File: src/design/dsvm_pkg.sv
`timescale 1ns / 1ps

package dsvm_pkg;

  // operation codes on the input channel
  localparam logic [2:0] OP_TICK       = 3'd0;
  localparam logic [2:0] OP_NOTE_ON    = 3'd1;
  localparam logic [2:0] OP_SET_NOTE   = 3'd2;
  localparam logic [2:0] OP_WRITE_WORD = 3'd3;
  localparam logic [2:0] OP_SET_PARAMS = 3'd4;

  // lowest note that maps to slot zero
  localparam int NOTE_BASE = 60;

  // 0.7 as Q1.15
  localparam int MIX_SCALE = 22938;

  // slot field of a command covers the largest slot count
  localparam int CMD_SLOT_W = 5;

  // compare width wide enough for the largest slot size
  localparam int LIM_W = 21;

  // command kinds after decode
  typedef enum logic [2:0] {
    CMD_TICK,
    CMD_NOTE_ON,
    CMD_SET_NOTE,
    CMD_WRITE,
    CMD_PARAMS
  } cmd_kind_t;

  // one decoded request, as held in the command queue
  typedef struct packed {
    cmd_kind_t             kind;
    logic [1:0]            voice;
    logic [CMD_SLOT_W-1:0] slot;
    logic [14:0]           address;
    logic [15:0]           sample_word;
    logic [15:0]           sample_length;
    logic [15:0]           gain;
  } cmd_t;

  // gain of each slot after reset: 2.5, 0.5, 0.3 in Q4.12, then zero
  function automatic logic [15:0] slot_gain_reset(input int unsigned idx);
    logic [15:0] g;
    case (idx)
      0:       g = 16'd10240;
      1:       g = 16'd2048;
      2:       g = 16'd1229;
      default: g = 16'd0;
    endcase
    return g;
  endfunction

endpackage

File: src/design/dsvm_front.sv
`timescale 1ns / 1ps

module dsvm_front #(
  parameter int NUM_VOICES     = 4,
  parameter int NUM_SLOTS      = 8,
  parameter int MAX_SLOT_WORDS = 32768
) (
  input  logic               in_valid,
  output logic               in_ready,
  input  logic [2:0]         operation,
  input  logic [1:0]         voice,
  input  logic [6:0]         note,
  input  logic [2:0]         slot,
  input  logic [14:0]        address,
  input  logic signed [15:0] sample_word,
  input  logic [15:0]        sample_length,
  input  logic [15:0]        gain,
  input  logic               q_full,
  output logic               q_push,
  output dsvm_pkg::cmd_t     q_cmd
);

  import dsvm_pkg::*;

  logic       keep;
  logic       voice_ok;
  logic       slot_ok;
  logic       addr_ok;
  logic       note_ok;
  logic [6:0] note_off;

  // range checks
  always_comb begin
    note_off = note - 7'(NOTE_BASE);
    voice_ok = 5'(voice) < 5'(NUM_VOICES);
    slot_ok  = 6'(slot) < 6'(NUM_SLOTS);
    addr_ok  = LIM_W'(address) < LIM_W'(MAX_SLOT_WORDS);
    note_ok  = (note >= 7'(NOTE_BASE)) && (8'(note_off) < 8'(NUM_SLOTS));
  end

  // classify the request; ignored ones are taken and dropped
  always_comb begin
    q_cmd.voice         = voice;
    q_cmd.address       = address;
    q_cmd.sample_word   = sample_word;
    q_cmd.sample_length = sample_length;
    q_cmd.gain          = gain;
    q_cmd.slot          = CMD_SLOT_W'(slot);
    q_cmd.kind          = CMD_TICK;
    keep                = 1'b0;
    unique case (operation)
      OP_TICK: begin
        keep = 1'b1;
      end
      OP_NOTE_ON: begin
        q_cmd.kind = CMD_NOTE_ON;
        keep       = voice_ok;
      end
      OP_SET_NOTE: begin
        q_cmd.kind = CMD_SET_NOTE;
        q_cmd.slot = CMD_SLOT_W'(note_off);
        keep       = voice_ok && note_ok;
      end
      OP_WRITE_WORD: begin
        q_cmd.kind = CMD_WRITE;
        keep       = slot_ok && addr_ok;
      end
      OP_SET_PARAMS: begin
        q_cmd.kind = CMD_PARAMS;
        keep       = slot_ok;
      end
      default: begin
        keep = 1'b0;
      end
    endcase
  end

  // accept whenever the queue has room
  assign in_ready = !q_full;
  assign q_push   = in_valid && in_ready && keep;

endmodule

File: config.mk
export PLATFORM = sky130hd
export DESIGN_NAME = dsvm_front
export DESIGN_NICKNAME = d
export VERILOG_FILES = /design/src/design/dsvm_pkg.sv /design/src/design/dsvm_front.sv
export SDC_FILE = /design/constraint.sdc
export NUM_CORES = 1
export LEC_CHECK = 0
export ABC_AREA = 0
export ABC_CLOCK_PERIOD_IN_PS = 2450
export BUFFER_PORTS_ARGS = -buffer_cell sky130_fd_sc_hd__buf_2
export CORE_AREA = 2 2 60 62
export DETAILED_ROUTE_END_ITERATION = 8
export DIE_AREA = 0 0 62 64
export PLACE_DENSITY_LB_ADDON = 0.3
export SLEW_MARGIN = 20
export SYNTH_ARGS = -nofsm -noshare
export SYNTH_HDL_FRONTEND = slang
export SYNTH_SLANG_ARGS = --single-unit
File: constraint.sdc
create_clock -name vclk -period 2.45
set_input_delay 0.49 -clock vclk [all_inputs]
set_output_delay 0.49 -clock vclk [all_outputs]
set_load 0.02 [all_outputs]
==> metrics.txt <==
Core ar.=3284 um^2; worst hold-check path type=input pin to primary output; most common cell after layout, fill and taps aside=buf_2; Layout Nets=133; Tmin final=approximately 2200 ps; post-DP HPWL=1.150 mm; power density over cell area=157.0 nW/um^2; vias in the first global route=about 330; port buffer count=25; crit-path cells=buf_2 > or3b_1 > nand4b_4 > o31ai_2 > buf_2; initial antenna violation count=0; Worst setup SP type=input pin; Crit path required time=1960 ps; commonest non-fill, non-tap cells in the layout=25 x buf_2, 3 x inv_1, 3 x nor2_1; WL met2=548 um; hold worst-path end=q_cmd[22]; hold path start=sample_length[6]; Arr. time, crit path=~1700 ps; Synthesis Warnings=0; CP max-delay cell=or3b_1; share of cells above drive strength 1=56.00%; Slew @ Worst Pin=249.7 ps; CP Class=input pin to primary output; register area=0 um^2; final-report max-slew violation count=0; GR Overflow Total=0; Hold-fix buffers, CTS=0; Final ANT Viol Nets=0; slew margin rel.=83.34%; met3 WL=approximately 280 um; gpl congestion=slightly above 0.6; Pleak=0.1953 nW; antenna cells=0; synthesized area per cell=7.548 um^2; crit-path max FO=7; Routed wire per std cell=13.19 um; fmax=about 460 MHz; max_cap viols=0; Boundary Pins=approximately 160; post-CTS sizing=0; uppermost layer routed=met4; Iter 0 DRT Violations=1; largest net degree at the start of global routing=8; fin crit share=89.32%; Setup Viol. Count Final=0; drc violations=0; Die H=64 um; Die X=62 um; CP most frequent cell=buf_2; Cells on Worst Hold Path=0; fin cells=96; worst vdd ir=0.03371 mV; via count=about 340; run status=finished clean; die area=3968 um^2; post-synthesis sequential area ratio=0%; drt first pass iters=3; Post-CTS Setup Bufs=0; post-synthesis cell count=91; RSZ-0062 raised after global routing=no; vias per inst=between 3 and 4; Placed Cells=96; first-pass GRT wire length=between 1.5 and 2 mm; Worst setup EP type=primary output; syn_nets=172; final hold vios=0; post-synth cell types=20; number of clock buffers in the layout=0; area grow syn2layout=-46.08%; wire length on met1=~350 um; seq_cells=0; setup TNS=0 ps; Starting Density=20.91%; GRT Resource Usage Total=under 10%; row cnt=21; Worst path max stage delay=~500 ps; Cell Area, Synth=686.9 um^2; overall routed net length=1.266 mm
## logic make-up (layout without fill, tap and decap cells)
logic type / after synthesis / after routing / synth area share [%]
multiplexers: 3 / 3 / 4.736
XOR/XNOR: 1 / 1 / 1.275
buffers and inverters: 69 / 28 / 74.32
AO/OA/AOI/OAI: 5 / 5 / 5.646
adder cells (fa/ha/maj): 1 / 1 / 1.821
AND/OR/NAND/NOR: 12 / 12 / 12.20
## how the worst max path moves through the flow
stage / from / end / slack (ps) / cells past startpoint
2_1_floorplan: operation[0] / q_push / 420 / 4
3_3_place_gp: operation[0] / q_push / 260 / 5
3_5_place_dp: operation[0] / q_push / 250 / 5
4_1_cts: operation[0] / q_push / 240 / 5
5_1_grt: operation[0] / q_push / 190 / 5
6_report: operation[0] / q_push / 260 / 5
## per-stage QoR
step                total power (W)  instance area, um^2  hold WS (ps)  worst slack, ps  util, %
floorplan                 0.0001881                686.9          1055            415.1        -
global placement         0.00005872                370.4         980.1            265.0    11.28
detailed placement       0.00005913                370.4         980.1            251.0    11.28
CTS                      0.00005942                370.4         980.1            244.3    11.28
global route             0.00006481                370.4         980.0            185.5    11.28
finish                   0.00005815                370.4         980.0            261.7    11.28
## synthesized netlist by cell type, types with 2 or more instances
| cell type | number | area (um^2) |
|---|---|---|
| nor2b_1 | 2 | 12.51 |
| nand2_1 | 2 | 7.510 |
| buf_4 | 65 | 488.0 |
| nor3b_1 | 2 | 15.01 |
| nor2_1 | 3 | 11.26 |
| inv_1 | 3 | 11.26 |
## layout make-up
type / instances / area (um^2)
multi-input cells: 22 / 176.4
inverters: 3 / 11.26
repair buffers: 25 / 125.1
well taps: 46 / 57.56
fillers: 384 / 2914
## power breakdown
| part | internal (W) | total (W) | switching [W] |
|---|---|---|---|
| clock | 0 | 0 | 0 |
| combinational | 0.0000250 | 0.0000581 | 0.0000331 |
| sequential | 0 | 0 | 0 |
| total | 0.0000250 | 0.0000581 | 0.0000331 |
## critical path, delay by kind of cell
kind	cells	cell delay, ps
and+or+nand+nor	2	710
buffers and inverters	2	320
AOI/OAI and AO/OA	1	180
## per-layer routing
| layer | global-route usage, % | vias to the layer above |
|---|---|---|
| li1 | - | 141 |
| met1 | 4.964 | 133 |
| met2 | 8.073 | 50 |
| met3 | 2.834 | 14 |
| met4 | 4.787 | 0 |
| met5 | 0 | - |
No activity file was read; power rests on OpenSTA's default activity.
