===== src/design/dsvm_pkg.sv =====
`timescale 1ns / 1ps

package dsvm_pkg;

  // operation codes on the input channel
  localparam logic [2:0] OP_TICK       = 3'd0;
  localparam logic [2:0] OP_NOTE_ON    = 3'd1;
  localparam logic [2:0] OP_SET_NOTE   = 3'd2;
  localparam logic [2:0] OP_WRITE_WORD = 3'd3;
  localparam logic [2:0] OP_SET_PARAMS = 3'd4;

  // lowest note that maps to slot zero
  localparam int NOTE_BASE = 60;

  // 0.7 as Q1.15
  localparam int MIX_SCALE = 22938;

  // slot field of a command covers the largest slot count
  localparam int CMD_SLOT_W = 5;

  // compare width wide enough for the largest slot size
  localparam int LIM_W = 21;

  // command kinds after decode
  typedef enum logic [2:0] {
    CMD_TICK,
    CMD_NOTE_ON,
    CMD_SET_NOTE,
    CMD_WRITE,
    CMD_PARAMS
  } cmd_kind_t;

  // one decoded request, as held in the command queue
  typedef struct packed {
    cmd_kind_t             kind;
    logic [1:0]            voice;
    logic [CMD_SLOT_W-1:0] slot;
    logic [14:0]           address;
    logic [15:0]           sample_word;
    logic [15:0]           sample_length;
    logic [15:0]           gain;
  } cmd_t;

  // gain of each slot after reset: 2.5, 0.5, 0.3 in Q4.12, then zero
  function automatic logic [15:0] slot_gain_reset(input int unsigned idx);
    logic [15:0] g;
    case (idx)
      0:       g = 16'd10240;
      1:       g = 16'd2048;
      2:       g = 16'd1229;
      default: g = 16'd0;
    endcase
    return g;
  endfunction

endpackage


===== src/design/dsvm_queue.sv =====
`timescale 1ns / 1ps

module dsvm_queue #(
  parameter int DEPTH = 4
) (
  input  logic           clk,
  input  logic           rst,
  input  logic           push,
  input  dsvm_pkg::cmd_t push_cmd,
  input  logic           pop,
  output dsvm_pkg::cmd_t head_cmd,
  output logic           full,
  output logic           empty
);

  import dsvm_pkg::*;

  localparam int PTR_W = (DEPTH > 1) ? $clog2(DEPTH) : 1;
  localparam int CNT_W = $clog2(DEPTH + 1);

  cmd_t             entries [DEPTH];
  logic [PTR_W-1:0] wr_ptr;
  logic [PTR_W-1:0] rd_ptr;
  logic [CNT_W-1:0] count;

  assign full     = count == CNT_W'(DEPTH);
  assign empty    = count == '0;
  assign head_cmd = entries[rd_ptr];

  // storage
  always_ff @(posedge clk) begin
    if (push) begin
      entries[wr_ptr] <= push_cmd;
    end
  end

  // pointers and fill count
  always_ff @(posedge clk) begin
    if (rst) begin
      wr_ptr <= '0;
      rd_ptr <= '0;
      count  <= '0;
    end else begin
      if (push) begin
        wr_ptr <= (wr_ptr == PTR_W'(DEPTH - 1)) ? '0 : wr_ptr + 1'b1;
      end
      if (pop) begin
        rd_ptr <= (rd_ptr == PTR_W'(DEPTH - 1)) ? '0 : rd_ptr + 1'b1;
      end
      if (push && !pop) begin
        count <= count + 1'b1;
      end else if (pop && !push) begin
        count <= count - 1'b1;
      end
    end
  end

endmodule


===== config.mk =====
export PLATFORM = sky130hd
export DESIGN_NAME = dsvm_queue
export DESIGN_NICKNAME = d
export VERILOG_FILES = /design/src/design/dsvm_pkg.sv /design/src/design/dsvm_queue.sv
export SDC_FILE = /design/constraint.sdc
export NUM_CORES = 1
export LEC_CHECK = 0
export BUFFER_PORTS_ARGS = -buffer_cell sky130_fd_sc_hd__buf_2
export CORE_ASPECT_RATIO = 1.25
export CORE_MARGIN = 10
export CORE_UTILIZATION = 57
export CTS_CLUSTER_SIZE = 25
export DETAILED_ROUTE_END_ITERATION = 8
export HOLD_SLACK_MARGIN = 0.08
export PLACE_DENSITY_LB_ADDON = 0.08
export REMOVE_ABC_BUFFERS = 1
export SLEW_MARGIN = 10
export SYNTH_ARGS = -nofsm -noshare
export SYNTH_HDL_FRONTEND = slang
export SYNTH_SLANG_ARGS = --single-unit
export TNS_END_PERCENT = 10

===== constraint.sdc =====
create_clock -name clk -period 3.47 [get_ports clk]
set_input_delay 0.1735 -clock clk [delete_from_list [all_inputs] [get_ports clk]]
set_output_delay 0.1735 -clock clk [all_outputs]
set_load 0.02 [all_outputs]

==> impl_metrics.csv <==
group,metric,value,unit
run_status,run_status,"completed",
layout,syn2layout_area_growth,24.24,%
logic_synthesis,yosys_warnings,0,
global_route,grt_max_degree,74,
routing,detail_route.wl_per_cell,22.83,um
clock_tree,tritoncts,"built",
logic_synthesis,ys_top_cells_by_area,"sky130_fd_sc_hd__edfxtp_1, sky130_fd_sc_hd__mux4_2, sky130_fd_sc_hd__dfxtp_1",
sta,max_slew_headroom,25.16,%
sta,final_setup_vio_count,0,
routing,drt-pass1-iter-count,5,
logic_synthesis,cell_accounting_for_the_most_synthesized_area,"sky130_fd_sc_hd__edfxtp_1",
global_route,grt.total_usage,16.95,%
clock_tree,clkLatencyLatePin,0.52,ns
power,power.static_leakage,4.734,nW
floorplan,fp.dieArea,0.02539,mm2
clock_tree,max-clock-path-buffers,3,
floorplan,fp-row-count,56,
layout,insertedDiodeCount,0,
setup_path,worstPathRequired,3.30,ns
layout,finish.instance_area,0.01373,mm2
setup_path,crit_path_end_kind,"output port",
floorplan,core_ar,0.01892,mm2
power,irDropWorstVdd,0.4960,mV
placement,detailedPlacementHpwl,12.68,mm
clock_tree,cts-root-buf,"sky130_fd_sc_hd__clkbuf_16",
sta,period_share,74.57,%
layout,final_cell_mix,"sky130_fd_sc_hd__edfxtp_1, sky130_fd_sc_hd__buf_2, sky130_fd_sc_hd__dlygate4sd3_1",
hold_path,worst_hold_path_class,"primary input to flip-flop",
routing,detail_route.vias_per_cell,5.633,
clock_tree,cts_inserted_buffers,28,
floorplan,die-height,175.7,um
power,power-per-cell-area,596.1,mW/mm2
clock_tree,count_of_hold_buffers_inserted_by_post_cts_repair,76,
run,maxCapViolCount,0,
clock_tree,clock_sink_count,301,
setup_path,cp_max_fo,22,
sta,highest_achievable_clock_rate,0.3864,GHz
setup_path,setup.worst_path.class,"flip-flop to output port",
sta,time_the_final_worst_path_needs_with_i_o_delays_and_setup,2.588,ns
placement,numPortBuffers,151,
global_route,first_global_vias,5841,
routing,post_route_wl,21.23,mm
routing,drt_iter0_drc,302,
clock_tree,clk_pin_slew,0.06,ns
sta,finalHoldViolCount,0,
floorplan,dieWidth,144.5,um
power,total_power,8.182,mW
routing,route.antenna.remaining_nets,0,
setup_path,critical_path_arrival,2.41,ns
placement,dpl-instance-area,0.01201,mm2
clock_tree,h_tree_levels,1,
floorplan,initial_utilization,58.40,%
routing,via_count,5239,
global_route,global_route.overflow_total,0,
setup_path,critPathLaunchType,"flip-flop",
clock_tree,cts-resized-gates,0,
logic_synthesis,mappedNetlistArea,0.01105,mm2
layout,drive_gt1_share,39.97,%
layout,layout_commonest_cell,"sky130_fd_sc_hd__edfxtp_1",
layout,design.final.nets,760,
global_route,grt_antenna_before_repair,0,
logic_synthesis,gate_count_of_the_mapped_netlist,425,
sta,grt_setup_unrepaired,"false",
logic_synthesis,yosys.cell_types.count,20,
logic_synthesis,netlist.area_leader.share,79.37,%
sta,maxSlewViolCount,0,
logic_synthesis,postSynthRegisterBits,301,
routing,drc_errors,0,
placement,globalplace.congestion,0.6949,
logic_synthesis,synth-seq-area-share,81.00,%
floorplan,io-pin-count,152,
clock_tree,postCtsSetupBuffers,0,
global_route,grt_first_pass_wirelength,33.32,mm
sta,timing_worst_slew_pin_value,1.123,ns
sta,final.setup_skew,0.005867,ns
logic_synthesis,syn_area_per_cell,26.00,um2
-- area by class of cell --
class,instances,area (um2)
multi-input combinational,104,1903
tap,232,290.3
clock inverter,17,209.0
timing repair buffer,237,1604
inverter,4,15.01
clock buffer,35,748.2
sequential,301,8956
fill,1153,5192
-- worst paths after layout --
kind | depth (start not counted) | endpoint | slack [ns] | startpoint
setup / recovery | 3 | head_cmd[37] | 0.88 | flip-flop
hold / removal | 2 | entries[3][25] | 0.40 | push_cmd[25]
setup reg to reg | 4 | entries[0][11] | 1.50 | wr_ptr[0]
hold reg to reg | 2 | count[2] | 0.52 | count[2]
-- power breakdown --
part / total, mW / switching (mW) / leakage, nW / internal, mW
clock: 3.14 / 1.24 / 0.464 / 1.90
combinational: 0.815 / 0.455 / 1.51 / 0.360
sequential: 4.23 / 0.0675 / 2.76 / 4.16
total: 8.18 / 1.76 / 4.73 / 6.42
-- state kept, by name, summed over array words and instances, names as in the netlist, named ones only --
signal   count
count        3
wr_ptr       2
rd_ptr       2
entries    292
-- Yosys cell counts (all sizes together) --
cell type    n
edfxtp     292
mux4        73
buf         15
dfxtp        9
nor2         7
ha           6
and2         4
inv          4
mux2i        4
a21oi        2
nor3b        2
xor2         2
clkbuf       1
fa           1
nor3         1
o21ai        1
or3          1
-- cell families (layout without fill, tap and decap cells) --
logic type	Yosys count	after routing	share of synthesized area (%)
mux	77	77	15.28
simple gates	15	15	0.7021
xor+xnor	2	2	0.1586
fa+ha+maj	7	7	0.8607
buf+inv	20	293	1.868
flops	301	301	81.00
compound gates	3	3	0.1359
-- through the flow --
stage | std cells | hold WS, ns | util, % | TNS (ns) | setup slack, ns
final | 930 | 0.4011 | 72.55 | 0 | 0.8823
after global placement | 802 | 0.3819 | 63.47 | 0 | 1.404
after CTS | 930 | 0.3774 | 72.55 | 0 | 0.7886
after global routing | 930 | 0.3956 | 72.55 | 0 | 0.6984
after detailed placement | 802 | 0.3922 | 63.47 | 0 | 1.372
after floorplan | 409 | 0.2426 | - | -37.02 | -0.6241
-- critical path, stage by stage, from the launching register on --
cell and delay (ns):
sky130_fd_sc_hd__dfxtp_4 0.60, sky130_fd_sc_hd__buf_4 0.49, sky130_fd_sc_hd__mux4_2 0.59, sky130_fd_sc_hd__buf_2 0.18
-- routing by layer --
layer  GRT usage (%)  vias to the layer above  wire length, um  share of wire (%)
li1                -                     2328                -                  -
met1           21.60                     2752             8433                 40
met2           28.74                      130            11170                 53
met3           3.968                       29             1267                6.0
met4           4.177                        0              367                1.7
met5               0                        -                0                  0
No activity file was read; power rests on OpenSTA's default activity.
